--- src/hw/rtl/assert_macros.svh ---
// Assertion helpers shared by the RTL files.
// Each macro takes a label, the clock, the active-low reset, and two expressions.
`ifndef ASSERT_MACROS_SVH
`define ASSERT_MACROS_SVH

`ifndef SYNTHESIS

// Checks the consequent in the same cycle as the antecedent.
`define ASSERT_IMPLIES(lbl, clk, rstn, ante, cons) \
    lbl: assert property (@(posedge clk) disable iff (!rstn) (ante) |-> (cons)) \
        else $error("assertion failed: same-cycle implication");

// Checks the consequent in the cycle after the antecedent.
`define ASSERT_NEXT(lbl, clk, rstn, ante, cons) \
    lbl: assert property (@(posedge clk) disable iff (!rstn) (ante) |=> (cons)) \
        else $error("assertion failed: next-cycle implication");

`else

`define ASSERT_IMPLIES(lbl, clk, rstn, ante, cons)
`define ASSERT_NEXT(lbl, clk, rstn, ante, cons)

`endif

`endif

--- src/hw/rtl/dmp_pkg.sv ---
package dmp_pkg;

    localparam int unsigned CFG_W     = 16;
    localparam int unsigned CFG_IDX_W = 3;
    localparam int unsigned PWM_CNT_W = 5;

    typedef enum logic [3:0] {
        CMD_TICK          = 4'd0,
        CMD_POLL          = 4'd1,
        CMD_OPEN          = 4'd2,
        CMD_CLOSE         = 4'd3,
        CMD_SUSPEND       = 4'd4,
        CMD_RESUME        = 4'd5,
        CMD_SET_MODE      = 4'd6,
        CMD_SET_INTENSITY = 4'd7,
        CMD_STATUS        = 4'd8
    } cmd_t;

    typedef enum logic [CFG_IDX_W-1:0] {
        REG_OPEN_INTENSITY     = 3'd0,
        REG_OPEN_MODE          = 3'd1,
        REG_OPEN_AUTO_ADVANCE  = 3'd2,
        REG_HALF_PERIOD_TICKS  = 3'd3,
        REG_FULL_PERIOD_TICKS  = 3'd4,
        REG_AUTO_ADVANCE_TICKS = 3'd5
    } reg_idx_t;

    localparam logic [3:0] MODE_STEP  = 4'd1;
    localparam logic [3:0] MODE_ALT   = 4'd2;
    localparam logic [3:0] MODE_PULSE = 4'd3;

    localparam logic STATUS_OK      = 1'b0;
    localparam logic STATUS_UNKNOWN = 1'b1;

    localparam logic [4:0]  RST_OPEN_INTENSITY     = 5'd10;
    localparam logic [3:0]  RST_OPEN_MODE          = 4'd1;
    localparam logic        RST_OPEN_AUTO_ADVANCE  = 1'b0;
    localparam logic [15:0] RST_HALF_PERIOD_TICKS  = 16'd50;
    localparam logic [15:0] RST_FULL_PERIOD_TICKS  = 16'd100;
    localparam logic [15:0] RST_AUTO_ADVANCE_TICKS = 16'd6000;

    typedef struct packed {
        logic [4:0]  open_intensity;
        logic [3:0]  open_mode;
        logic        open_auto_advance;
        logic [15:0] half_period_ticks;
        logic [15:0] full_period_ticks;
        logic [15:0] auto_advance_ticks;
    } cfg_t;

    typedef struct packed {
        logic                 switched_on;
        logic                 suspended;
        logic                 auto_advance;
        logic                 phase_timer_enable;
        logic [3:0]           pattern_mode;
        logic [1:0]           pattern_phase;
        logic [4:0]           level_intensity;
        logic [PWM_CNT_W-1:0] pwm_count;
        logic [15:0]          phase_timer;
        logic [15:0]          advance_timer;
        logic [1:0]           pattern_a_b;
        logic [1:0]           drive_a_b;
    } state_t;

    typedef struct packed {
        logic motor_a_drive;
        logic motor_b_drive;
        logic run_status;
        logic status_code;
    } result_t;

endpackage

--- src/hw/rtl/dmp_step.sv ---
module dmp_step
    import dmp_pkg::*;
#(
    parameter int unsigned PWM_WRAP = 13
)
(
    input  state_t     state_cur,
    input  cfg_t       cfg,
    input  logic [3:0] command,
    input  logic [7:0] value,
    output state_t     state_next,
    output result_t    result
);

    always_comb
    begin
        state_t                 nx;
        logic [PWM_CNT_W:0]     cnt_inc;
        logic                   status;
        nx      = state_cur;
        status  = STATUS_OK;
        cnt_inc = {1'b0, state_cur.pwm_count} + {{PWM_CNT_W{1'b0}}, 1'b1};

        case (command)
            CMD_TICK:
            begin
                if (state_cur.switched_on && !state_cur.suspended)
                begin
                    if (cnt_inc < {1'b0, state_cur.level_intensity})
                    begin
                        nx.pwm_count = cnt_inc[PWM_CNT_W-1:0];
                        nx.drive_a_b = state_cur.pattern_a_b;
                    end
                    else
                    begin
                        nx.drive_a_b = 2'b00;
                        if (cnt_inc > (PWM_CNT_W+1)'(PWM_WRAP))
                            nx.pwm_count = '0;
                        else
                            nx.pwm_count = cnt_inc[PWM_CNT_W-1:0];
                    end
                    if (state_cur.phase_timer_enable)
                        nx.phase_timer = state_cur.phase_timer + 16'd1;
                    if (state_cur.auto_advance)
                        nx.advance_timer = state_cur.advance_timer + 16'd1;
                end
            end
            CMD_POLL:
            begin
                // Automatic advance runs first; the pattern logic then sees the new mode.
                if (state_cur.auto_advance &&
                    state_cur.advance_timer > cfg.auto_advance_ticks)
                begin
                    nx.advance_timer = '0;
                    nx.phase_timer   = '0;
                    if (state_cur.pattern_mode > MODE_PULSE)
                    begin
                        nx.pattern_phase = '0;
                        nx.pattern_mode  = MODE_STEP;
                    end
                    else
                    begin
                        nx.pattern_mode = state_cur.pattern_mode + 4'd1;
                    end
                end
                case (nx.pattern_mode)
                    MODE_STEP:
                    begin
                        nx.phase_timer_enable = 1'b1;
                        if (nx.phase_timer > cfg.half_period_ticks)
                        begin
                            nx.phase_timer = '0;
                            if (nx.pattern_phase >= 2'd2)
                                nx.pattern_phase = 2'd0;
                            else
                                nx.pattern_phase = nx.pattern_phase + 2'd1;
                            nx.pattern_a_b = {nx.pattern_phase == 2'd1,
                                              nx.pattern_phase == 2'd0};
                        end
                    end
                    MODE_ALT:
                    begin
                        nx.phase_timer_enable = 1'b1;
                        if (nx.phase_timer > cfg.full_period_ticks)
                        begin
                            nx.phase_timer   = '0;
                            nx.pattern_phase = (nx.pattern_phase != 2'd0) ? 2'd0 : 2'd1;
                            nx.pattern_a_b   = (nx.pattern_phase != 2'd0) ? 2'b01 : 2'b10;
                        end
                    end
                    MODE_PULSE:
                    begin
                        nx.phase_timer_enable = 1'b1;
                        if (nx.phase_timer > cfg.full_period_ticks)
                        begin
                            nx.phase_timer   = '0;
                            nx.pattern_phase = (nx.pattern_phase != 2'd0) ? 2'd0 : 2'd1;
                            nx.pattern_a_b   = (nx.pattern_phase != 2'd0) ? 2'b11 : 2'b00;
                        end
                    end
                    default:
                    begin
                        nx.pattern_mode = MODE_STEP;
                    end
                endcase
            end
            CMD_OPEN:
            begin
                nx.level_intensity = cfg.open_intensity;
                nx.pattern_mode    = cfg.open_mode;
                nx.suspended       = 1'b0;
                nx.switched_on     = 1'b1;
                nx.auto_advance    = cfg.open_auto_advance;
            end
            CMD_CLOSE:
            begin
                nx.switched_on = 1'b0;
                nx.drive_a_b   = 2'b00;
            end
            CMD_SUSPEND:
            begin
                nx.suspended = 1'b1;
                nx.drive_a_b = 2'b00;
            end
            CMD_RESUME:
            begin
                nx.suspended = 1'b0;
            end
            CMD_SET_MODE:
            begin
                nx.pattern_mode = value[3:0];
            end
            CMD_SET_INTENSITY:
            begin
                nx.level_intensity = value[4:0];
            end
            CMD_STATUS:
            begin
                nx.drive_a_b = state_cur.drive_a_b;
            end
            default:
            begin
                status = STATUS_UNKNOWN;
            end
        endcase

        state_next           = nx;
        result.motor_a_drive = nx.drive_a_b[0];
        result.motor_b_drive = nx.drive_a_b[1];
        result.run_status    = nx.switched_on && !nx.suspended;
        result.status_code   = status;
    end

endmodule

--- src/hw/rtl/dual_motor_pattern_pwm_controller_top.sv ---
// Two-motor pattern driver with a PWM gate on intensity, one channel.
// Input channel: in_valid/in_ready carries one command and an 8-bit value per
// transfer. Output channel: out_valid/out_ready carries one result per command:
// the two motor drive levels, the run status and a status code.
// Configuration: cfg_we, cfg_index and cfg_data write one of six registers.
// Writes are expected only while no command is in flight.
// Result: a command accepted at one clock edge has its result on the output
// registers after that edge. Throughput: one command per cycle while out_ready
// stays high. The whole state update is a single pass of combinational logic in
// the step unit, between the state registers and the result register.
// Stalls: in_ready stays high while the result register is empty or is being
// drained in the same cycle. When the receiver holds out_ready low, the result
// is kept and in_ready drops until it is taken, so no result is lost.
// Reset: rst_n clears all state, empties the result register and loads the
// configuration registers with their default values.
`include "assert_macros.svh"

module dual_motor_pattern_pwm_controller_top
    import dmp_pkg::*;
#(
    parameter int unsigned PWM_WRAP = 13
)
(
    input  logic                 clk,
    input  logic                 rst_n,
    input  logic                 cfg_we,
    input  logic [CFG_IDX_W-1:0] cfg_index,
    input  logic [CFG_W-1:0]     cfg_data,
    input  logic                 in_valid,
    output logic                 in_ready,
    input  logic [3:0]           command,
    input  logic [7:0]           value,
    output logic                 out_valid,
    input  logic                 out_ready,
    output logic                 motor_a_drive,
    output logic                 motor_b_drive,
    output logic                 run_status,
    output logic                 status_code
);

    cfg_t    cfg_reg;
    state_t  state_reg;
    state_t  state_next;
    result_t result_reg;
    result_t result_next;
    logic    out_valid_reg;
    logic    accept;

    // A new command may enter whenever the result register is free or drains now.
    assign in_ready = !out_valid_reg || out_ready;
    assign accept   = in_valid && in_ready;

    // Configuration registers. Indexes beyond the register list are ignored.
    always_ff @(posedge clk or negedge rst_n)
    begin
        if (!rst_n)
        begin
            cfg_reg.open_intensity     <= RST_OPEN_INTENSITY;
            cfg_reg.open_mode          <= RST_OPEN_MODE;
            cfg_reg.open_auto_advance  <= RST_OPEN_AUTO_ADVANCE;
            cfg_reg.half_period_ticks  <= RST_HALF_PERIOD_TICKS;
            cfg_reg.full_period_ticks  <= RST_FULL_PERIOD_TICKS;
            cfg_reg.auto_advance_ticks <= RST_AUTO_ADVANCE_TICKS;
        end
        else if (cfg_we)
        begin
            unique case (cfg_index)
                REG_OPEN_INTENSITY:     cfg_reg.open_intensity     <= cfg_data[4:0];
                REG_OPEN_MODE:          cfg_reg.open_mode          <= cfg_data[3:0];
                REG_OPEN_AUTO_ADVANCE:  cfg_reg.open_auto_advance  <= cfg_data[0];
                REG_HALF_PERIOD_TICKS:  cfg_reg.half_period_ticks  <= cfg_data;
                REG_FULL_PERIOD_TICKS:  cfg_reg.full_period_ticks  <= cfg_data;
                REG_AUTO_ADVANCE_TICKS: cfg_reg.auto_advance_ticks <= cfg_data;
                default:
                begin
                    cfg_reg <= cfg_reg;
                end
            endcase
        end
    end

    // The step unit holds all of the command decoding and pattern logic.
    dmp_step #(
        .PWM_WRAP (PWM_WRAP)
    ) u_step (
        .state_cur  (state_reg),
        .cfg        (cfg_reg),
        .command    (command),
        .value      (value),
        .state_next (state_next),
        .result     (result_next)
    );

    // State advances only on an accepted command.
    always_ff @(posedge clk or negedge rst_n)
    begin
        if (!rst_n)
        begin
            state_reg <= '0;
        end
        else if (accept)
        begin
            state_reg <= state_next;
        end
    end

    always_ff @(posedge clk or negedge rst_n)
    begin
        if (!rst_n)
        begin
            out_valid_reg <= 1'b0;
        end
        else if (accept)
        begin
            out_valid_reg <= 1'b1;
        end
        else if (out_ready)
        begin
            out_valid_reg <= 1'b0;
        end
    end

    // The result payload needs no reset; it is qualified by out_valid.
    always_ff @(posedge clk)
    begin
        if (accept)
        begin
            result_reg <= result_next;
        end
    end

    assign out_valid     = out_valid_reg;
    assign motor_a_drive = result_reg.motor_a_drive;
    assign motor_b_drive = result_reg.motor_b_drive;
    assign run_status    = result_reg.run_status;
    assign status_code   = result_reg.status_code;

    // Every accepted command leaves a result behind.
    `ASSERT_NEXT(a_accept_gives_result, clk, rst_n, accept, out_valid_reg)

    // Close forces both motors off in the result it produces.
    `ASSERT_NEXT(a_close_drives_low, clk, rst_n, accept && (command == CMD_CLOSE),
                 !motor_a_drive && !motor_b_drive && !run_status)

    // A tick while the channel is not running leaves the drive levels untouched.
    `ASSERT_NEXT(a_idle_tick_holds_drive, clk, rst_n,
                 accept && (command == CMD_TICK) &&
                 !(state_reg.switched_on && !state_reg.suspended),
                 $stable(state_reg.drive_a_b))

    // The phase only ever takes the values zero, one and two.
    `ASSERT_IMPLIES(a_phase_in_range, clk, rst_n, 1'b1, state_reg.pattern_phase != 2'd3)

endmodule

--- config.mk ---
export PLATFORM = sky130hd
export DESIGN_NAME = dual_motor_pattern_pwm_controller_top
export DESIGN_NICKNAME = d
export VERILOG_FILES = /design/src/hw/rtl/dmp_pkg.sv /design/src/hw/rtl/dmp_step.sv /design/src/hw/rtl/dual_motor_pattern_pwm_controller_top.sv
export VERILOG_INCLUDE_DIRS = /design/src /design/src/hw/rtl
export SDC_FILE = /design/constraint.sdc
export NUM_CORES = 1
export LEC_CHECK = 0
export BUFFER_PORTS_ARGS = -buffer_cell sky130_fd_sc_hd__buf_4
export CAP_MARGIN = 20
export CORE_AREA = 2 2 136 138
export CTS_CLUSTER_SIZE = 40
export DETAILED_ROUTE_END_ITERATION = 12
export DIE_AREA = 0 0 138 140
export SETUP_SLACK_MARGIN = 0.5
export SLEW_MARGIN = 40
export SYNTH_ARGS = -nofsm -noshare
export SYNTH_HDL_FRONTEND = slang
export SYNTH_SLANG_ARGS = --single-unit
--- constraint.sdc ---
create_clock -name clk -period 3.96 [get_ports clk]
set_input_delay 0.792 -clock clk [delete_from_list [all_inputs] [get_ports clk]]
set_output_delay 0.792 -clock clk [all_outputs]
set_load 0.02 [all_outputs]
# After elaboration in Yosys (flattened, before gate mapping)
# Index checks and enable logic that the tools add are counted.
# totals
reg_bits,119
inputBits,36
out_inout_bits,6
elab_cells,137
# op_classes
addsub,5
order_cmp,7
n_eq_ne,24
muxes,40
reduce_logical,38
# ops
op,n
32-bit 2-to-1 mux,3
16-bit 2-to-1 mux,4
32-bit case mux with 2 select lines,1
16-bit greater-than comparator,3
"16-bit by 1-bit adder with 16-bit output, second input constant",2
16-bit case mux with 2 select lines,1
2-bit 2-to-1 mux,14
2-bit AND reduction,10
"4-bit by 2-bit == test with 1-bit output, second input constant",4
"4-bit by 3-bit == test with 1-bit output, second input constant",4
6-bit 2-to-1 mux,2
4-bit case mux with 3 select lines,1
5-bit 2-to-1 mux,2
"2-bit by 1-bit inequality test with 1-bit output, second input constant",5
5-bit case mux with 2 select lines,1
2-bit nonzero test,5
9-bit OR reduction,1
"4-bit by 1-bit == test with 1-bit output, second input constant",2
4-bit 2-to-1 mux,2
2-bit case mux with 2 select lines,2
"5-bit by 1-bit adder with 6-bit output, second input constant",1
"3-bit by 2-bit == test with 1-bit output, second input constant",2
"3-bit == test, second input constant",2
"6-bit by 4-bit greater-than comparator with 1-bit output, second input constant",1
other kinds (25),39

# Logic depth before layout (Yosys ltp)
# logic_depth
word_depth,12
ltp_mapped,19
mapped_depth_nobuf,16

# Hierarchy
# Synthesis repeated with hierarchy kept, for this count alone.
# unflattened
hier_cells,768
area_unflattened_um2,7817.5
# by_module_without_submodules
module,instances,cells_each,area_each_um2,seq_area_each_um2
dual_motor_pattern_pwm_controller_top,1,254,4543.1,3017.9
dmp_step,1,514,3274.4,0.0

# Least setup slack after synthesis
# OpenSTA, ideal clock, no wires.
# synth_timing
kind,register to register
from,register cfg_reg[12] (netlist bit)
to,register state_reg[2] (netlist bit)
setup_ns,0.125
t_arrival_ns,3.828
required_time_ns,3.835
setup_slack_ns,0.007
path_stages_with_launch,19
n_path_buf,2
synth_period_minus_slack_ns,3.953
path_cell_list,dfstp_2 inv_1 ha_1 nand4_2 nor4_2 a21boi_2 o31a_1 buf_6 clkbuf_1 nor2_1 ha_1 nand4_1 nor2_1 o21ai_0 a31o_2 a31oi_1 a21oi_2 nor3_2 mux2_2
# synth_via
elab_chain_cells,12
word_cells_on_any_way,32
cone_classes,add/sub (1); order compare (4); eq/ne (6); mux (15); reduce/logical (6)
# synth_lines
item,line,source
from (decl),dual_motor_pattern_pwm_controller_top.sv:41,cfg_t cfg_reg;
from (signal assigned),dual_motor_pattern_pwm_controller_top.sv:76,cfg_reg <= cfg_reg;
16-bit greater-than comparator *,dmp_step.sv:52,state_cur.advance_timer > cfg.auto_advance_ticks)
1-bit logical AND *,dmp_step.sv:51,if (state_cur.auto_advance &&
6-bit 2-to-1 mux,dmp_step.sv:51,
6-bit 2-to-1 mux,dmp_step.sv:24,case (command)
2-bit by 1-bit adder with 2-bit output / 2-bit >= comparator (equally long branches),"dmp_step.sv:76, dmp_step.sv:73",
2-bit 2-to-1 mux,dmp_step.sv:73,if (nx.pattern_phase >= 2'd2)
2-bit 2-to-1 mux,dmp_step.sv:70,if (nx.phase_timer > cfg.half_period_ticks)
2-bit 2-to-1 mux,dmp_step.sv:66,case (nx.pattern_mode)
2-bit 2-to-1 mux,dmp_step.sv:24,
2-bit logical NOT,dmp_step.sv:78,nx.pattern_phase == 2'd0};
2-bit 2-to-1 mux,dmp_step.sv:70,
2-bit case mux with 3 select lines,dmp_step.sv:66,
to (signal assigned),dual_motor_pattern_pwm_controller_top.sv:103,state_reg <= state_next;
to (decl),dual_motor_pattern_pwm_controller_top.sv:42,state_t state_reg;
# Every way passes the cells marked *; elsewhere a longest branch is shown, timed or not. The select of a mux whose other input is x is not followed.
# A chain may end at the register's enable or synchronous reset.

# Worst setup path in the final report
# layout_timing
from,register cfg_reg[9] (netlist bit)
to,register state_reg[2] (netlist bit)
# Same word-level chain as after synthesis.

==> results.md <==
- Status: complete, but fails checks
- Failing checks: negative setup slack
- Register bit total from synthesis: around 120
- Compound-Gate Fraction of Synth Area: between 15 and 20%
- Syn avg cell area: 9.64 µm²
- Maximum vdd drop: a little under 0.4 mV
- Synth-to-layout area growth: 26.4%
- Final hold slack: ~360 ps
- Remaining design rule violation count: 0
- Total CTS buffers: 17
- Distinct cells, synth: 70
- Avg Vias per Cell: 5.28
- I/O Pins: 42
- Tmin final: 4100 ps
- Die H: ~140 µm
- Reg clk slew, reported paths: about 60 ps
- Crit path kind: reg2reg
- Simple-Gate Fraction of Synth Area: between 10% and 20%
- Core Rows: around 50
- Routed len/inst: between 15 and 20 µm
- Initial antenna violation count: 0
- Core area: about 18000 µm²
- PortBufs: 38
- Final worst slack: -140 ps
- Util after Layout: ~50%
- Root Buffer: clkbuf_16
- Seq/Total Area, Yosys: 42.7%
- Die width: between 100 and 150 µm
- PwrDens: 497 nW/µm²
- Layout cells sized above 1: around 29%
- Post-Route WL: 16500 µm
- Commonest non-fill, non-tap cell in the layout: dfrtp_1
- Max H-tree Level: 4
- Latest clock arrival within the worst-skew pair: ~420 ps
- DR vias: about 5.6k
- Period utilization: 104%
- Crit end category: flip-flop
- Leakage: 4.08 nW
- Final max-slew violation count: 0
- Ant. Diodes: 0
- First-pass GRT wire length: around 27000 µm
- Setup violations, final: 14
- Combinational family with the most area after synthesis: simple AND/OR/NAND/NOR gates
- GRT Total Usage: ~18%
- EDFF count, synth: 4
- Ys Warns: 0
- Maxcap violations: 0
- RD Place Congestion: 0.812
- RSZ-0062 raised after global routing: true
- Startpoint types: flip-flop
- Mux share of post-synthesis cell area: 9.75%
- HPWL after DPL: 11700 µm
- CTS tree: done
- Max Freq: 244 MHz
- Starting Density: approximately two fifths
- Count of final hold-check violations: 0
- Synthesized instance count: about 730
- Net Count, Synth: about 830
- Die footprint: a little under 20000 µm²
- Worst slew pin tran: 710 ps
- Clk sinks: around 120
- Post-Synth Adder-Cell Area: between 10% and 20%
- Max clock buf depth: 2
- DRT iter0 DRCs: around 210
- Vias in the first global route: 5395
- Post-synth ARST share: a little over nine tenths
- Tot Pwr: around 4.4 mW
- Commonest non-fill, non-tap cells in the layout: dfrtp_1 (99), buf_4 (81), nand2_1 (73), inv_1 (70), ha_1 (50)
- Worst Skew: ~7.6 ps
- Mapped Area: about 7100 µm²
- Main synth FF type: dfrtp_1
- GRT overflow: 0
- Max reg flops: 58
- Worst Path Arrival: 4400 ps
- Post-synthesis xor/xnor area fraction: under 10%
- Detailed Routing Iterations Pass 1: 4
- Final nets: slightly above 900
- Flop2flop setup slack: -140 ps
- Crit-path max FO: 5
- Hold WC Path Type: in2async
- Slew headroom: a little over half
- Worst Path Required: 4260 ps
- Largest net degree at the start of global routing: between 60 and 70
- Routed Antenna Nets: 0
==> kinds of logic after synthesis <==
family	count (synthesis)
simple gates	226
compound gates	164
flops	119
buf+inv	93
mux	62
fa+ha+maj	57
xor+xnor	12
==> critical path, stage by stage (launching register included) <==
cell and delay, ps:
dfstp_2 530, inv_2 50, ha_4 260, nand4_1 130, nor4_2 360, a21boi_2 230, o31a_1 240, buf_6 140
buf_16 110, buf_6 100, nor2_4 40, ha_4 270, o21a_1 110, o21a_1 110, o21ai_1 50, a31o_2 230
a31oi_4 250, a21oi_4 100, buf_6 140, nor3_4 200, mux2_4 320
==> cells in the mapped netlist, types with 9 or more instances <==
| library cell | count | area share, % |
|---|---|---|
| dfrtp_1 | 99 | 35 |
| inv_1 | 73 | 3.9 |
| nand2_1 | 73 | 3.9 |
| ha_1 | 57 | 10 |
| mux2_2 | 51 | 8.1 |
| nor2_1 | 51 | 2.7 |
| o21ai_0 | 49 | 3.5 |
| a21oi_1 | 36 | 2.5 |
| nand3_1 | 22 | 1.6 |
| dfstp_2 | 16 | 5.9 |
| nand4_1 | 15 | 1.3 |
| nor3_1 | 15 | 1.1 |
| clkbuf_1 | 13 | 0.69 |
| o21a_1 | 11 | 1.2 |
| or3_1 | 11 | 0.97 |
| mux2i_1 | 10 | 1.4 |
| xor2_1 | 9 | 1.1 |
==> metal layers <==
metal | vias up | part of all wire [%] | track usage, %
li1 | 2804 | - | -
met1 | 2724 | 48 | 23.5
met2 | 89 | 48 | 28.3
met3 | 20 | 3.3 | 3.56
met4 | 0 | 1.4 | 6.28
met5 | - | 0 | 0
==> worst paths after layout <==
check	from	to	depth (start not counted)
worst max-delay path	cfg_reg[9]	state_reg[2]	20
worst max register to register	cfg_reg[9]	state_reg[2]	20
min in group clk	state_reg[41]	state_reg[41]	2
max in group asynchronous	rst_n	cfg_reg[33]	2
worst min register to register	state_reg[41]	state_reg[41]	2
worst min-delay path	rst_n	state_reg[29]	1
==> where the power goes <==
part           switching (mW)  internal, mW  leakage (nW)
registers               0.124          1.45          1.40
logic                   0.600         0.552          2.37
clock network           0.566          1.15         0.313
==> layout make-up <==
class / instances / area (µm²)
Tap cell: 229 / 287
Timing Repair Buffer: 92 / 766
Inverter: 75 / 282
Clock buffer: 20 / 457
Fill cell: 1662 / 8840
Sequential cell: 119 / 3020
Clock inverter: 12 / 198
Multi-Input combinational cell: 521 / 3930
==> timing repair <==
| action | CTS | global route |
|---|---|---|
| cloned | 1 | 0 |
| setup endpoints to repair | 20 | 20 |
| pin swaps | 16 | 21 |
| hold buffers | 0 | 0 |
| setup buffers | 9 | 2 |
| gates resized for setup | 18 | 24 |
==> through the flow <==
stage          TNS (ps)  instances  setup slack, ps  instance area (µm²)
6_report           -868       1068             -140                 8940
5_1_grt           -5110       1068             -366                 8940
4_1_cts           -2460       1066             -176                 8810
3_5_place_dp      -3260       1024             -237                 7970
3_3_place_gp      -2240       1023             -183                 7960
2_1_floorplan         0        733              281                 7140
Power figures use the tool's default switching activity.
